[src/rtl/circular_color_picker_mean_assert.svh]
// Assertion macros for the circular colour picker mean block
`ifndef CIRCULAR_COLOR_PICKER_MEAN_ASSERT_SVH
`define CIRCULAR_COLOR_PICKER_MEAN_ASSERT_SVH

// same-cycle implication
`define CCPM_ASSERT_SAME(label, clk, rst, ante, cons, msg) \
   label: assert property (@(posedge clk) disable iff (rst) (ante) |-> (cons)) \
      else $error(msg);

// next-cycle implication
`define CCPM_ASSERT_NEXT(label, clk, rst, ante, cons, msg) \
   label: assert property (@(posedge clk) disable iff (rst) (ante) |=> (cons)) \
      else $error(msg);

`endif

[src/rtl/ccpm_pkg.sv]
// Types and constants for the circular colour picker mean block
package ccpm_pkg;

   localparam int DEFAULT_MAX_DIM    = 4096;
   localparam int DEFAULT_MAX_PICKER = 64;

   localparam int NUM_CH  = 6;
   localparam int CH_W    = 8;
   localparam int SUM_W   = 20;
   localparam int CNT_W   = 13;
   localparam int MEAN_W  = 16;
   localparam int QUO_W   = SUM_W + 8;
   localparam int COORD_W = 12;
   localparam int POS_W   = 14;
   localparam int SIZE_W  = 7;
   localparam int DIM_W   = 13;
   localparam int WIN_W   = 17;
   localparam int MUL_W   = 8;
   localparam int SQ_W    = 14;

   localparam int REQ_DATA_W = 72;
   localparam int RSP_DATA_W = 112;
   localparam int CSR_ADDR_W = 5;
   localparam int CSR_DATA_W = 32;

   localparam logic [2:0] REG_PICKER_X     = 3'd0;
   localparam logic [2:0] REG_PICKER_Y     = 3'd1;
   localparam logic [2:0] REG_PICKER_SIZE  = 3'd2;
   localparam logic [2:0] REG_IMAGE_WIDTH  = 3'd3;
   localparam logic [2:0] REG_IMAGE_HEIGHT = 3'd4;

   localparam logic [SIZE_W-1:0] RESET_SIZE = 7'd8;
   localparam logic [DIM_W-1:0]  RESET_DIM  = 13'd4096;

   typedef enum logic [2:0] {
      ST_IDLE,
      ST_SQR,
      ST_SQX,
      ST_SQY,
      ST_TEST,
      ST_LOAD,
      ST_DIV,
      ST_OUT
   } ccpm_state_type;

endpackage

[src/rtl/circular_color_picker_mean.sv]
// Top level of the circular colour picker mean block
// Each pixel item runs through accept, radius square, dx square, dy square and test.
// The squares share one 8x8 multiplier; no new item is taken until the test is done. On the last
// pixel a shared restoring divider forms the six means in turn; the result is held until taken.
// Synchronous reset: sums and count cleared, registers to their defaults, no clearing pass.
module circular_color_picker_mean #(
   parameter int MAX_DIM    = ccpm_pkg::DEFAULT_MAX_DIM,
   parameter int MAX_PICKER = ccpm_pkg::DEFAULT_MAX_PICKER
) (
   input  logic                                clock,
   input  logic                                reset,
   // pix_x, pix_y, true_red, true_green, true_blue, preview_red, preview_green, preview_blue
   input  logic [ccpm_pkg::REQ_DATA_W-1:0]     req_tdata,
   input  logic                                req_tlast,
   input  logic                                req_tvalid,
   output logic                                req_tready,
   // true_red_mean, true_green_mean, true_blue_mean, preview_red_mean,
   // preview_green_mean, preview_blue_mean, sample_count, zero fill
   output logic [ccpm_pkg::RSP_DATA_W-1:0]     rsp_tdata,
   // in_view
   output logic                                rsp_tuser,
   output logic                                rsp_tvalid,
   input  logic                                rsp_tready,
   input  logic                                csr_psel,
   input  logic                                csr_penable,
   input  logic                                csr_pwrite,
   input  logic [ccpm_pkg::CSR_ADDR_W-1:0]     csr_paddr,
   input  logic [ccpm_pkg::CSR_DATA_W-1:0]     csr_pwdata,
   output logic [ccpm_pkg::CSR_DATA_W-1:0]     csr_prdata,
   output logic                                csr_pready
);
   import ccpm_pkg::*;

   localparam logic [SIZE_W-1:0] SIZE_CAP = (MAX_PICKER > 127) ? 7'd127 : SIZE_W'(MAX_PICKER);
   localparam logic [DIM_W-1:0]  DIM_CAP  = (MAX_DIM > 8191) ? 13'h1FFF : DIM_W'(MAX_DIM);
   localparam logic [SUM_W-1:0]  SUM_MAX  = '1;
   localparam logic [CNT_W-1:0]  CNT_MAX  = '1;

   // configuration
   logic signed [POS_W-1:0] pos_x_ff, pos_y_ff;
   logic [SIZE_W-1:0]       size_ff;
   logic [DIM_W-1:0]        width_ff, height_ff;
   logic                    csr_wr;
   logic [2:0]              csr_idx;

   // control and data path
   ccpm_state_type          state_ff, state_in;
   logic [MUL_W-1:0]        dx_ff, dx_in, dy_ff, dy_in;
   logic                    hit_win_ff, hit_win_in;
   logic                    view_ff, view_in;
   logic                    last_ff, last_in;
   logic [CH_W-1:0]         pix_ff [NUM_CH];
   logic [CH_W-1:0]         pix_in [NUM_CH];
   logic [SUM_W-1:0]        sum_ff [NUM_CH];
   logic [SUM_W-1:0]        sum_in [NUM_CH];
   logic [CNT_W-1:0]        cnt_ff, cnt_in;
   logic [SQ_W-1:0]         rad2_ff, rad2_in, dist_ff, dist_in;
   logic [2:0]              ch_idx_ff, ch_idx_in;
   logic [4:0]              step_ff, step_in;
   logic [QUO_W-1:0]        quo_ff, quo_in;
   logic [CNT_W-1:0]        rem_ff, rem_in;
   logic [MEAN_W-1:0]       mean_ff [NUM_CH];
   logic [MEAN_W-1:0]       mean_in [NUM_CH];
   logic [CNT_W-1:0]        cnt_out_ff, cnt_out_in;

   // window geometry
   logic [SIZE_W-1:0]       size_c;
   logic [DIM_W-1:0]        w_c, h_c;
   logic [5:0]              half;
   logic signed [WIN_W-1:0] left, top, right, bottom, wide_w, wide_h, px_s, py_s;
   logic signed [WIN_W-1:0] dx_wide, dy_wide;
   logic                    view_c, in_win_c;

   // shared units
   logic signed [MUL_W-1:0]     mul_a;
   logic signed [2*MUL_W-1:0]   mul_p;
   logic [SQ_W-1:0]             sq;
   logic [CNT_W-1:0]            div_w;
   logic [CNT_W:0]              trial, trial_sub;
   logic                        ge;
   logic [QUO_W-1:0]            quo_step;
   logic [MEAN_W-1:0]           mean_val;
   logic [SUM_W:0]              sum_add;
   logic                        accept;

   assign csr_pready = 1'b1;
   assign csr_wr     = csr_psel && csr_penable && csr_pwrite && csr_pready;
   assign csr_idx    = csr_paddr[4:2];

   always_comb begin
      case (csr_idx)
         REG_PICKER_X:     csr_prdata = {18'b0, pos_x_ff};
         REG_PICKER_Y:     csr_prdata = {18'b0, pos_y_ff};
         REG_PICKER_SIZE:  csr_prdata = {25'b0, size_ff};
         REG_IMAGE_WIDTH:  csr_prdata = {19'b0, width_ff};
         REG_IMAGE_HEIGHT: csr_prdata = {19'b0, height_ff};
         default:          csr_prdata = '0;
      endcase
   end

   always_ff @(posedge clock) begin
      if (reset) begin
         pos_x_ff  <= '0;
         pos_y_ff  <= '0;
         size_ff   <= RESET_SIZE;
         width_ff  <= RESET_DIM;
         height_ff <= RESET_DIM;
      end else if (csr_wr) begin
         case (csr_idx)
            REG_PICKER_X:     pos_x_ff  <= csr_pwdata[POS_W-1:0];
            REG_PICKER_Y:     pos_y_ff  <= csr_pwdata[POS_W-1:0];
            REG_PICKER_SIZE:  size_ff   <= csr_pwdata[SIZE_W-1:0];
            REG_IMAGE_WIDTH:  width_ff  <= csr_pwdata[DIM_W-1:0];
            REG_IMAGE_HEIGHT: height_ff <= csr_pwdata[DIM_W-1:0];
            default: ;
         endcase
      end
   end

   // window and circle geometry
   assign size_c  = (size_ff > SIZE_CAP) ? SIZE_CAP : size_ff;
   assign w_c     = (width_ff > DIM_CAP) ? DIM_CAP : width_ff;
   assign h_c     = (height_ff > DIM_CAP) ? DIM_CAP : height_ff;
   assign half    = size_c[SIZE_W-1:1];
   assign left    = WIN_W'(pos_x_ff) - $signed({11'b0, half});
   assign top     = WIN_W'(pos_y_ff) - $signed({11'b0, half});
   assign right   = left + $signed({10'b0, size_c});
   assign bottom  = top + $signed({10'b0, size_c});
   assign wide_w  = $signed({4'b0, w_c});
   assign wide_h  = $signed({4'b0, h_c});
   assign px_s    = $signed({5'b0, req_tdata[11:0]});
   assign py_s    = $signed({5'b0, req_tdata[23:12]});
   assign view_c  = !(left > wide_w || top > wide_h || right < 0 || bottom < 0);
   assign in_win_c = view_c && px_s >= left && px_s < right && px_s < wide_w
                     && py_s >= top && py_s < bottom && py_s < wide_h;
   assign dx_wide = WIN_W'(pos_x_ff) - px_s;
   assign dy_wide = WIN_W'(pos_y_ff) - py_s;

   // shared multiplier
   always_comb begin
      case (state_ff)
         ST_SQR:  mul_a = $signed({2'b0, half});
         ST_SQX:  mul_a = $signed(dx_ff);
         ST_SQY:  mul_a = $signed(dy_ff);
         default: mul_a = '0;
      endcase
   end
   assign mul_p = mul_a * mul_a;
   assign sq    = mul_p[SQ_W-1:0];

   // shared divider step
   assign div_w     = (cnt_ff == '0) ? CNT_W'(1) : cnt_ff;
   assign trial     = {rem_ff, quo_ff[QUO_W-1]};
   assign ge        = trial >= {1'b0, div_w};
   assign trial_sub = trial - {1'b0, div_w};
   assign quo_step  = {quo_ff[QUO_W-2:0], ge};
   assign mean_val  = (|quo_step[QUO_W-1:MEAN_W]) ? '1 : quo_step[MEAN_W-1:0];

   assign accept     = req_tvalid && req_tready;
   assign req_tready = (state_ff == ST_IDLE);
   assign rsp_tvalid = (state_ff == ST_OUT);
   assign rsp_tuser  = view_ff;
   assign rsp_tdata  = view_ff ? {3'b0, cnt_out_ff, mean_ff[5], mean_ff[4], mean_ff[3],
                                   mean_ff[2], mean_ff[1], mean_ff[0]} : '0;

   always_comb begin
      state_in   = state_ff;
      dx_in      = dx_ff;
      dy_in      = dy_ff;
      hit_win_in = hit_win_ff;
      view_in    = view_ff;
      last_in    = last_ff;
      pix_in     = pix_ff;
      sum_in     = sum_ff;
      cnt_in     = cnt_ff;
      rad2_in    = rad2_ff;
      dist_in    = dist_ff;
      ch_idx_in  = ch_idx_ff;
      step_in    = step_ff;
      quo_in     = quo_ff;
      rem_in     = rem_ff;
      mean_in    = mean_ff;
      cnt_out_in = cnt_out_ff;
      sum_add    = '0;
      case (state_ff)
         ST_IDLE: begin
            if (accept) begin
               dx_in      = dx_wide[MUL_W-1:0];
               dy_in      = dy_wide[MUL_W-1:0];
               hit_win_in = in_win_c;
               view_in    = view_c;
               last_in    = req_tlast;
               for (int k = 0; k < NUM_CH; k++) begin
                  pix_in[k] = req_tdata[24 + CH_W*k +: CH_W];
               end
               state_in = ST_SQR;
            end
         end
         ST_SQR: begin
            rad2_in  = sq;
            state_in = ST_SQX;
         end
         ST_SQX: begin
            dist_in  = sq;
            state_in = ST_SQY;
         end
         ST_SQY: begin
            dist_in  = dist_ff + sq;
            state_in = ST_TEST;
         end
         ST_TEST: begin
            if (hit_win_ff && dist_ff <= rad2_ff) begin
               for (int k = 0; k < NUM_CH; k++) begin
                  sum_add   = {1'b0, sum_ff[k]} + {13'b0, pix_ff[k]};
                  sum_in[k] = sum_add[SUM_W] ? SUM_MAX : sum_add[SUM_W-1:0];
               end
               if (cnt_ff != CNT_MAX) begin
                  cnt_in = cnt_ff + CNT_W'(1);
               end
            end
            ch_idx_in = '0;
            state_in  = last_ff ? ST_LOAD : ST_IDLE;
         end
         ST_LOAD: begin
            quo_in   = {sum_ff[ch_idx_ff], 8'b0};
            rem_in   = '0;
            step_in  = '0;
            state_in = ST_DIV;
         end
         ST_DIV: begin
            quo_in  = quo_step;
            rem_in  = ge ? trial_sub[CNT_W-1:0] : trial[CNT_W-1:0];
            step_in = step_ff + 5'd1;
            if (step_ff == 5'(QUO_W - 1)) begin
               mean_in[ch_idx_ff] = mean_val;
               if (ch_idx_ff == 3'(NUM_CH - 1)) begin
                  cnt_out_in = cnt_ff;
                  for (int k = 0; k < NUM_CH; k++) begin
                     sum_in[k] = '0;
                  end
                  cnt_in   = '0;
                  state_in = ST_OUT;
               end else begin
                  ch_idx_in = ch_idx_ff + 3'd1;
                  state_in  = ST_LOAD;
               end
            end
         end
         ST_OUT: begin
            if (rsp_tready) begin
               state_in = ST_IDLE;
            end
         end
         default: state_in = ST_IDLE;
      endcase
   end

   always_ff @(posedge clock) begin
      if (reset) begin
         state_ff <= ST_IDLE;
         cnt_ff   <= '0;
         for (int k = 0; k < NUM_CH; k++) begin
            sum_ff[k] <= '0;
         end
      end else begin
         state_ff <= state_in;
         cnt_ff   <= cnt_in;
         sum_ff   <= sum_in;
      end
   end

   always_ff @(posedge clock) begin
      dx_ff      <= dx_in;
      dy_ff      <= dy_in;
      hit_win_ff <= hit_win_in;
      view_ff    <= view_in;
      last_ff    <= last_in;
      pix_ff     <= pix_in;
      rad2_ff    <= rad2_in;
      dist_ff    <= dist_in;
      ch_idx_ff  <= ch_idx_in;
      step_ff    <= step_in;
      quo_ff     <= quo_in;
      rem_ff     <= rem_in;
      mean_ff    <= mean_in;
      cnt_out_ff <= cnt_out_in;
   end

`include "circular_color_picker_mean_assert.svh"

   `CCPM_ASSERT_SAME(a_one_side, clock, reset, 1'b1, !(req_tready && rsp_tvalid), "ready while result pending")
   `CCPM_ASSERT_NEXT(a_busy_after_item, clock, reset, accept, !req_tready, "ready right after an item")
   `CCPM_ASSERT_SAME(a_rem_below_div, clock, reset, state_ff == ST_DIV, rem_ff < div_w, "divider remainder out of range")
   `CCPM_ASSERT_SAME(a_out_of_view_zero, clock, reset, rsp_tvalid && !rsp_tuser, rsp_tdata == '0, "nonzero result out of view")

endmodule

[config.mk]
export PLATFORM = sky130hd
export DESIGN_NAME = circular_color_picker_mean
export DESIGN_NICKNAME = d
export VERILOG_FILES = /design/src/rtl/ccpm_pkg.sv /design/src/rtl/circular_color_picker_mean.sv
export VERILOG_INCLUDE_DIRS = /design/src /design/src/rtl
export SDC_FILE = /design/constraint.sdc
export NUM_CORES = 1
export LEC_CHECK = 0
export BUFFER_PORTS_ARGS = -buffer_cell sky130_fd_sc_hd__clkbuf_2
export CORE_ASPECT_RATIO = 1.2
export CORE_UTILIZATION = 25
export CTS_CLUSTER_DIAMETER = 40
export DETAILED_ROUTE_END_ITERATION = 7
export PLACE_DENSITY = 0.48
export SLEW_MARGIN = 15
export SYNTH_ARGS = -nofsm -noshare
export SYNTH_HDL_FRONTEND = slang
export SYNTH_SLANG_ARGS = --single-unit
[constraint.sdc]
create_clock -name clock -period 18.94 [get_ports clock]
set_input_delay 3.788 -clock clock [delete_from_list [all_inputs] [get_ports clock]]
set_output_delay 3.788 -clock clock [all_outputs]
set_load 0.05 [all_outputs]
* Word level (Yosys, flattened, before mapping)
Cells that the tools add are included. Widths: inputs -> output; s select.
Storage, ports and cells: bits in registers 450, latch bits 0, memory bits (writable) 0, ROM bits 0, bits of input ports 117, output and inout port bits 148, word-level logic and storage cells 171, memories 0
Cells by class: add/subtract/negate cells 17, $mul 1, div/mod/pow operators 0, order comparisons 17, equality and inequality tests 21, shifts and indexed selects 0, muxes and demuxes 43, bitwise operators 1, reduce and logical (&&, ||, !) cells 34
Operators with widths (count):
- $mux 120 | 3
- $pmux 120 s2 | 1
- $mux 20 | 8
- $add 20x8->21 | 6
- $mux 109 | 1
- $mux 13 | 8
- $bwmux 96 | 1
- $pmux 14 s5 | 1
- $bmux 20 s3 | 1
- $pmux 28 s2 | 1
- $pmux 13 s2 | 2
- $demux 16 s3 | 1
- $add 15x8->16 | 2
- $lt 13x16->1 | 2
- $lt 16x1->1 const B | 2
- $mux 16 | 2
- $ge 13x15->1 | 2
- $gt 15x14->1 | 2
- $sub 14x7->15 | 2
- $pmux 14 s2 | 1
- $gt 13x13->1 const B | 2
- $lt 12x13->1 | 2
- $pmux 3 s8 | 1
- $pmux 8 s3 | 1
- 36 further kinds | 79

* Depth between registers and ports, before layout
Gate-level depths: netlist of the first run.
depth after elaboration 14, depth in mapped cells 29, mapped depth without buffers 28

* Worst setup path after synthesis of the first run
OpenSTA, ideal clock, no wires.
kind input to output, start input csr_paddr[2] (netlist bit), end output csr_prdata[10] (netlist bit), arrival 5.865 ns, required time 15.152 ns, setup slack 9.287 ns, stages 6, path buffers 2, cell sequence buf_1 > buf_1 > mux2i_1 > nor2_1 > a21oi_1 > o21ai_0
Between the ends: longest elaborated chain between the ends 2, elaborated cells between the ends (all ways) 6, classes of those cells eq/ne (4); mux (1); reduce/logical (1)
RTL lines:
- start: declaration | RTL line circular_color_picker_mean.sv:27 | input logic [ccpm_pkg::CSR_ADDR_W-1:0] csr_paddr,
- $eq 3x3->1, or another cell as far along | RTL line circular_color_picker_mean.sv:91 | case (csr_idx)
- $pmux 14 s5 * | RTL line circular_color_picker_mean.sv:91
- end: declaration | RTL line circular_color_picker_mean.sv:29 | output logic [ccpm_pkg::CSR_DATA_W-1:0] csr_prdata,
Mark *: on every way between the ends. The rest lies on a longest branch, timed or not.

* Worst setup path in the final report of the first run
start input csr_paddr[2] (netlist bit), end output csr_prdata[1] (netlist bit)
The elaborated chain is that of the path after synthesis.

==> run_results.csv, run 1 <==
group,metric,value,unit
die,die_w,315,um
global_routing,grt_pass1_vias,23400,
logic_synthesis,synth_edf_count,252,
logic_synthesis,synth-simple-area-share,16.7,%
die,core-area,0.117,mm^2
sta,clock_skew,69.7,ps
sta,fin_crit_sh,50.8,%
global_routing,track_usage,14.7,%
critical_path,cp_slowest_stage_delay,830,ps
finish,fillCellCount,12300,
logic_synthesis,muxShareOfSynthArea,3.62,%
logic_synthesis,synth_fa_ha_area_share,14.0,%
run_status,status,"complete, but fails checks",
global_routing,grt-busiest-layer,"met2",
critical_path,cpMaxStageDelayCell,"nor2b_1",
clock_tree,cts-root-buf,"clkbuf_16",
logic_synthesis,ys_seq_elements,449,
hold_path,hp-class,"reg2reg",
place,routabilityCongestion,0.867,
clock_tree,cts_tree,"done",
finish,drive_gt1_share,14.4,%
route,drtIter0Drc,1326,
logic_synthesis,yosysWarnings,0,
logic_synthesis,ys_types,92,
critical_path,start_kind,"input pin",
clock_tree,worstSkewPairLatency,690,ps
pwr,peakVddDrop,0.0586,mV
route,wl,88100,um
clock_tree,numCtsBuffers,80,
logic_synthesis,yosysSeqAreaShare,39.0,%
die,die_h,378,um
critical_path,critPathCaptureType,"output pin",
pwr,leakagePower,13.4,nW
run_status,violations,"design-rule violations",
clock_tree,clock-sinks,449,
global_routing,met2_usage,26.2,%
critical_path,cp.arrival,5830,ps
die,start_util,25.3,%
pwr,powerDensity,88.9,mW/mm^2
run,cap_viol_max_count,0,
global_routing,grt-ovfl-total,0,
logic_synthesis,syn-cell-area,0.0295,mm^2
place,dpl.hpwl,65200,um
sta,worst-slew-pin-transition,1130,ps
sta,finalHoldViolations,0,
sta,rsz0062_at_grt,"false",
logic_synthesis,synth_top_family_by_area,"compound AO/OA/AOI/OAI gates",
place,dp.cells,4793,
finish,nNetsFinal,3762,
sta,period_needed,9620,ps
finish,area_growth,18.4,%
route,wl_per_cell,17.8,um
logic_synthesis,synthFlopType,"edfxtp_1",
route,ant_nets,0,
critical_path,crit_chain,"clkbuf_2 -> nor2b_1 -> a22oi_1 -> o22ai_1 -> clkbuf_2",
clock_tree,hold_buffers,0,
global_routing,grt_antenna_before_repair,2,
logic_synthesis,synth.avg_cell_area,9.33,um^2
sta,setup_viol,0,
logic_synthesis,syn_inst,3161,
route,viasPerCell,4.81,
logic_synthesis,async_flop_share,0,%
sta,fmax,104,MHz
finish,antenna_cells,0,
critical_path,worstSetupPathType,"in2out",
global_routing,use_met1,17.6,%
sta,drv_slew,0,
clock_tree,cts_resized,0,
sta,tns,0,ps
die,io_pins,265,
global_routing,grt_max_degree,111,
clock_tree,htree_levels,3,
critical_path,worstPathRequired,15150,ps
global_routing,use_met3,2.50,%
clock_tree,clkTransAtPathRegs,50,ps
route,num_vias,23800,
place,port_buffers,222,
logic_synthesis,synthXorXnorAreaFrac,3.91,%
critical_path,crit_fanout,24,
route,route.detailed.drc,24,
die,dieArea,0.119,mm^2
logic_synthesis,synth_compound_area_share,17.3,%
finish,final_cells,4940,
die,num_rows,137,
critical_path,cpMostUsedCell,"clkbuf_2",
clock_tree,cts_buffer_depth,3,
route,drtPass1Iterations,8,
global_routing,grt_pass1_wl,136000,um
clock_tree,post_cts.repair.setup_buffers,0,
sta,relSlewSlack,24.2,%
cells by family (layout without fill, tap and decap cells):
family	after synthesis	count (layout)
muxes	100	100
and+or+nand+nor	1006	1006
DFF	449	449
other	2	22
adders and majority gates	299	299
buffers and inverters	394	624
xor gates and xnor gates	130	130
AOI/OAI and AO/OA	781	781
state kept, by name, indices dropped and copies added (netlist names), 14 cells and up:
name and flops:
dist_ff 14, mean_ff 96, pix_ff 48, pos_x_ff 14
pos_y_ff 14, quo_ff 28, sum_ff 120
path summary, 6_finish.rpt:
| check | start | slack, ps | end | depth (start not counted) |
|---|---|---|---|---|
| max reg2reg | size_ff[6] | 11830 | dist_ff[13] | 24 |
| max | csr_paddr[2] | 9320 | csr_prdata[1] | 5 |
| min | sum_ff[27] | 460 | sum_ff[27] | 2 |
| min reg2reg | sum_ff[27] | 460 | sum_ff[27] | 2 |
per-stage QoR:
stage | hold WS (ps) | utilization [%] | power, W | setup WS [ps] | instance area, um^2
final | 461 | 29.9 | 0.00310 | 9320 | 34900
after global routing | 487 | 29.9 | 0.00325 | 9180 | 34900
after CTS | 465 | 29.9 | 0.00316 | 9410 | 34900
after detailed placement | 456 | 27.6 | 0.00166 | 9430 | 32100
after global placement | 450 | 27.6 | 0.00166 | 9410 | 32100
after floorplan | 406 | - | 0.00152 | 9290 | 29600
worst max-delay path, delay by kind of cell:
| family | cells | cell delay [ps] |
|---|---|---|
| AO/OA/AOI/OAI | 2 | 480 |
| buffers and inverters | 2 | 720 |
| AND/OR/NAND/NOR | 1 | 830 |
layer usage:
metal  wire length [um]  up-vias
met3               4080      150
met4               2670        2
met5                 15        -
met2              43600      577
li1                   -    11800
met1              37700    11300
cell usage in the layout (no fill, tap or decap), types with 40 or more instances in the layout:
| cell type | instances |
|---|---|
| dfxtp_1 | 197 |
| a21oi_1 | 244 |
| edfxtp_1 | 252 |
| mux2_2 | 43 |
| a21o_1 | 51 |
| fa_1 | 51 |
| xnor2_1 | 96 |
| and2_1 | 131 |
| o21ai_0 | 126 |
| mux2i_1 | 56 |
| clkbuf_2 | 221 |
| ha_1 | 248 |
| nor2b_1 | 40 |
| clkbuf_16 | 81 |
| nor2_1 | 200 |
| nor3_1 | 76 |
| nand3_1 | 72 |
| a211oi_1 | 47 |
| nand2_1 | 300 |
| a31oi_1 | 44 |
| inv_1 | 224 |
layout make-up:
type	instances	area (um^2)	share of cell area, %
multi-input cells	2338	16500	47.3
flip-flops and latches	449	11500	33.0
clock buffers	91	2070	5.94
well taps	1529	1910	5.48
repair buffers	251	1340	3.82
inverters	226	848	2.43
clock inverters	56	696	1.99
power by group:
| part | switching, W | internal (W) |
|---|---|---|
| clock | 0.000569 | 0.000897 |
| sequential | 0.0000168 | 0.00106 |
| combinational | 0.000382 | 0.000178 |
| total | 0.000968 | 0.00214 |
cells in the mapped netlist (36+ instances only):
cell / n / area, um^2
a211oi_1: 47 / 353
a21o_1: 51 / 383
a21oi_1: 244 / 1220
a221oi_1: 36 / 315
a31oi_1: 44 / 275
and2_1: 132 / 826
clkbuf_1: 116 / 435
dfxtp_1: 197 / 3940
edfxtp_1: 252 / 7570
fa_1: 51 / 1020
ha_1: 248 / 3100
inv_1: 224 / 841
mux2_2: 43 / 484
mux2i_1: 56 / 561
nand2_1: 302 / 1130
nand3_1: 72 / 360
nor2_1: 201 / 754
nor2b_1: 40 / 250
nor3_1: 79 / 395
o211ai_1: 37 / 278
o21ai_0: 127 / 636
xnor2_1: 96 / 841
Note: power is estimated with default switching activity, not from simulation.
==> inputs of run 2 (changes only) <==
ABC_AREA = 1   (was not set)
PLACE_DENSITY = 0.49   (was 0.48)
clock period = 7.8 ns   (was 18.94 ns; I/O delays follow)
==> run 2 against run 1 <==
  * The run now ends clean
  * Global-route usage increased by 0.50 points
  * Utilization decreased by 0.061 points
  * Critical path type is now reg2reg
  * Count of clock-buffer cells in the layout increased by 4
  * Sequential power increased by 140%
  * Die area increased by 4.1%
  * Synthesized area increased by 4.2%
  * Synthesized cell count increased by 27%
==> run_results.csv, run 2 <==
group,metric,value,unit
die,num_rows,140,
sta,fmax,147,MHz
global_routing,grt_max_degree,85,
sta,drv_slew,0,
pwr,finalPower,0.00752,W
critical_path,cpMaxStageDelayCell,"fa_1",
place,port_buffers,222,
clock_tree,cts_resized,0,
global_routing,track_usage,15.2,%
route,highest_layer,"met5",
logic_synthesis,yosys-top-cells-count,"nand2_1, inv_1, a21oi_1",
critical_path,r2r_slack,980,ps
hold_path,min-delay-start,"sum_ff[19]",
critical_path,worstSetupPathType,"reg2reg",
place,routabilityCongestion,0.885,
die,die_h,386,um
route,wl,95000,um
route,drtIter0Drc,1362,
sta,clock_skew,45.3,ps
route,wl_met3,4240,um
sta,tns,0,ps
logic_synthesis,yosysMostFrequentCell,"nand2_1",
sta,hold_ws,463,ps
finish,largest_registers,"sum_ff x120, mean_ff x96, pix_ff x48",
sta,fin_crit_sh,87.4,%
finish,largest_reg_flops,120,
critical_path,worstPathRequired,8220,ps
clock_tree,cts_buffer_depth,3,
route,drtPass1Iterations,5,
logic_synthesis,syn_inst,4007,
logic_synthesis,yosysTopAreaCell,"edfxtp_1",
clock_tree,numCtsBuffers,81,
hold_path,hp-class,"reg2reg",
critical_path,crit_fanout,7,
critical_path,setup.worst_path.start,"state_ff[0]",
logic_synthesis,yosysSeqAreaShare,37.5,%
sta,rsz0062_at_grt,"false",
route,viasPerCell,4.52,
die,dieArea,0.124,mm^2
clock_tree,htree_levels,3,
place,dpl.hpwl,72000,um
finish,area_growth,18.3,%
global_routing,grt_pass1_wl,147000,um
pwr,leakagePower,15.8,nW
die,start_util,25.3,%
logic_synthesis,syn-cell-area,0.0307,mm^2
critical_path,r2r-start,"state_ff[0]",
critical_path,cp_slowest_stage_delay,540,ps
critical_path,cp.arrival,7230,ps
finish,layout_common_cells,"nand2_1, inv_1, a21oi_1",
critical_path,cpMostUsedCell,"inv_1",
finish,fillCellCount,13200,
logic_synthesis,yosysWarnings,0,
route,met2_length,45900,um
finish,mostFrequentLayoutCell,"nand2_1",
route,route.detailed.drc,0,
logic_synthesis,ys_types,60,
sta,finalHoldViolations,0,
place,dp.cells,5769,
run_status,status,"completed",
critical_path,r2r_end,"dist_ff[13]",
global_routing,grt_pass1_vias,25600,
global_routing,grt_antenna_before_repair,6,
finish,largest-register,"sum_ff",
logic_synthesis,synthFlopType,"edfxtp_1",
finish,antenna_cells,0,
critical_path,start_kind,"flip-flop",
die,die_w,322,um
finish,final_cells,5920,
clock_tree,worstSkewPairLatency,670,ps
route,num_vias,26800,
logic_synthesis,synth.avg_cell_area,7.66,um^2
route,wl_met1,42100,um
clock_tree,clkTransAtPathRegs,50,ps
finish,utilization,29.9,%
pwr,powerDensity,207,mW/mm^2
clock_tree,post_cts.repair.setup_buffers,0,
die,core-area,0.122,mm^2
logic_synthesis,yosysTopAreaCellShare,24.6,%
sta,setup_viol,0,
run,cap_viol_max_count,0,
logic_synthesis,async_flop_share,0,%
sta,relSlewSlack,29.7,%
logic_synthesis,ys_seq_elements,449,
clock_tree,hold_buffers,0,
critical_path,crit_path_end,"dist_ff[13]",
sta,period_needed,6820,ps
finish,nNetsFinal,4635,
die,io_pins,265,
logic_synthesis,synth.area.top_cells,"edfxtp_1, dfxtp_1, nand2_1",
critical_path,reg2regPathDepth,34,
pwr,peakVddDrop,0.144,mV
route,wl_per_cell,16.0,um
clock_tree,cts_tree,"done",
global_routing,grt-ovfl-total,0,
sta,worst-slew-pin-transition,1050,ps
clock_tree,cts-root-buf,"clkbuf_16",
logic_synthesis,synth_edf_count,252,
route,ant_nets,0,
critical_path,critPathCaptureType,"flip-flop",
finish,drive_gt1_share,10.1,%
clock_tree,clock-sinks,449,
-- run 2: logic make-up (layout without fill, tap and decap cells) --
family	after synthesis	in the layout	share of synthesized area, %
DFF	449	449	37.5
xor gates and xnor gates	138	138	3.98
other	2	22	0.0245
AOI/OAI and AO/OA	818	818	14.6
adders and majority gates	299	299	13.4
and+or+nand+nor	1589	1589	21.4
buffers and inverters	712	972	9.11
-- run 2: how the worst min path moves through the flow --
stage | to | slack (ps) | cells past startpoint
6_report | sum_ff[19] | 460 | 2
2_1_floorplan | sum_ff[19] | 440 | 2
4_1_cts | sum_ff[19] | 460 | 2
3_5_place_dp | sum_ff[19] | 460 | 2
3_3_place_gp | sum_ff[19] | 450 | 2
5_1_grt | sum_ff[37] | 490 | 2
-- run 2: routing by layer --
metal | up-vias | GRT usage, %
li1 | 13700 | -
met1 | 12300 | 18.9
met3 | 135 | 2.24
met4 | 2 | 5.36
met5 | - | 0
met2 | 627 | 26.3
-- run 2: power by group --
group / internal, W / total (W) / switching (W) / leakage (nW)
sequential: 0.00257 / 0.00260 / 0.0000376 / 3.59
clock: 0.00228 / 0.00365 / 0.00136 / 1.37
combinational: 0.000363 / 0.00127 / 0.000906 / 10.9
total: 0.00521 / 0.00752 / 0.00231 / 15.8
-- run 2: stage by stage --
| stage | area [um^2] | setup slack [ps] |
|---|---|---|
| 2_1_floorplan | 30800 | 1520 |
| 3_3_place_gp | 33500 | 992 |
| 3_5_place_dp | 33500 | 993 |
| 4_1_cts | 36300 | 977 |
| 5_1_grt | 36300 | 316 |
| 6_report | 36300 | 982 |
-- run 2: area by class of cell --
class                           count  area [um^2]  area share [%]
Multi-Input combinational cell   2866        16500            45.4
Timing Repair Buffer              246         1290            3.56
Inverter                          575         2160            5.95
Clock buffer                       95         2150            5.92
Clock inverter                     56          669            1.84
Sequential cell                   449        11500            31.7
Tap cell                         1633         2040            5.62
-- run 2: worst max-delay path, delay by kind of cell (launching register included) --
kind | cells | cell delay [ps]
buffers and inverters | 8 | 800
adders and majority gates | 6 | 2670
xor gates and xnor gates | 1 | 110
and+or+nand+nor | 13 | 1480
AOI/OAI and AO/OA | 6 | 1010
DFF | 1 | 470
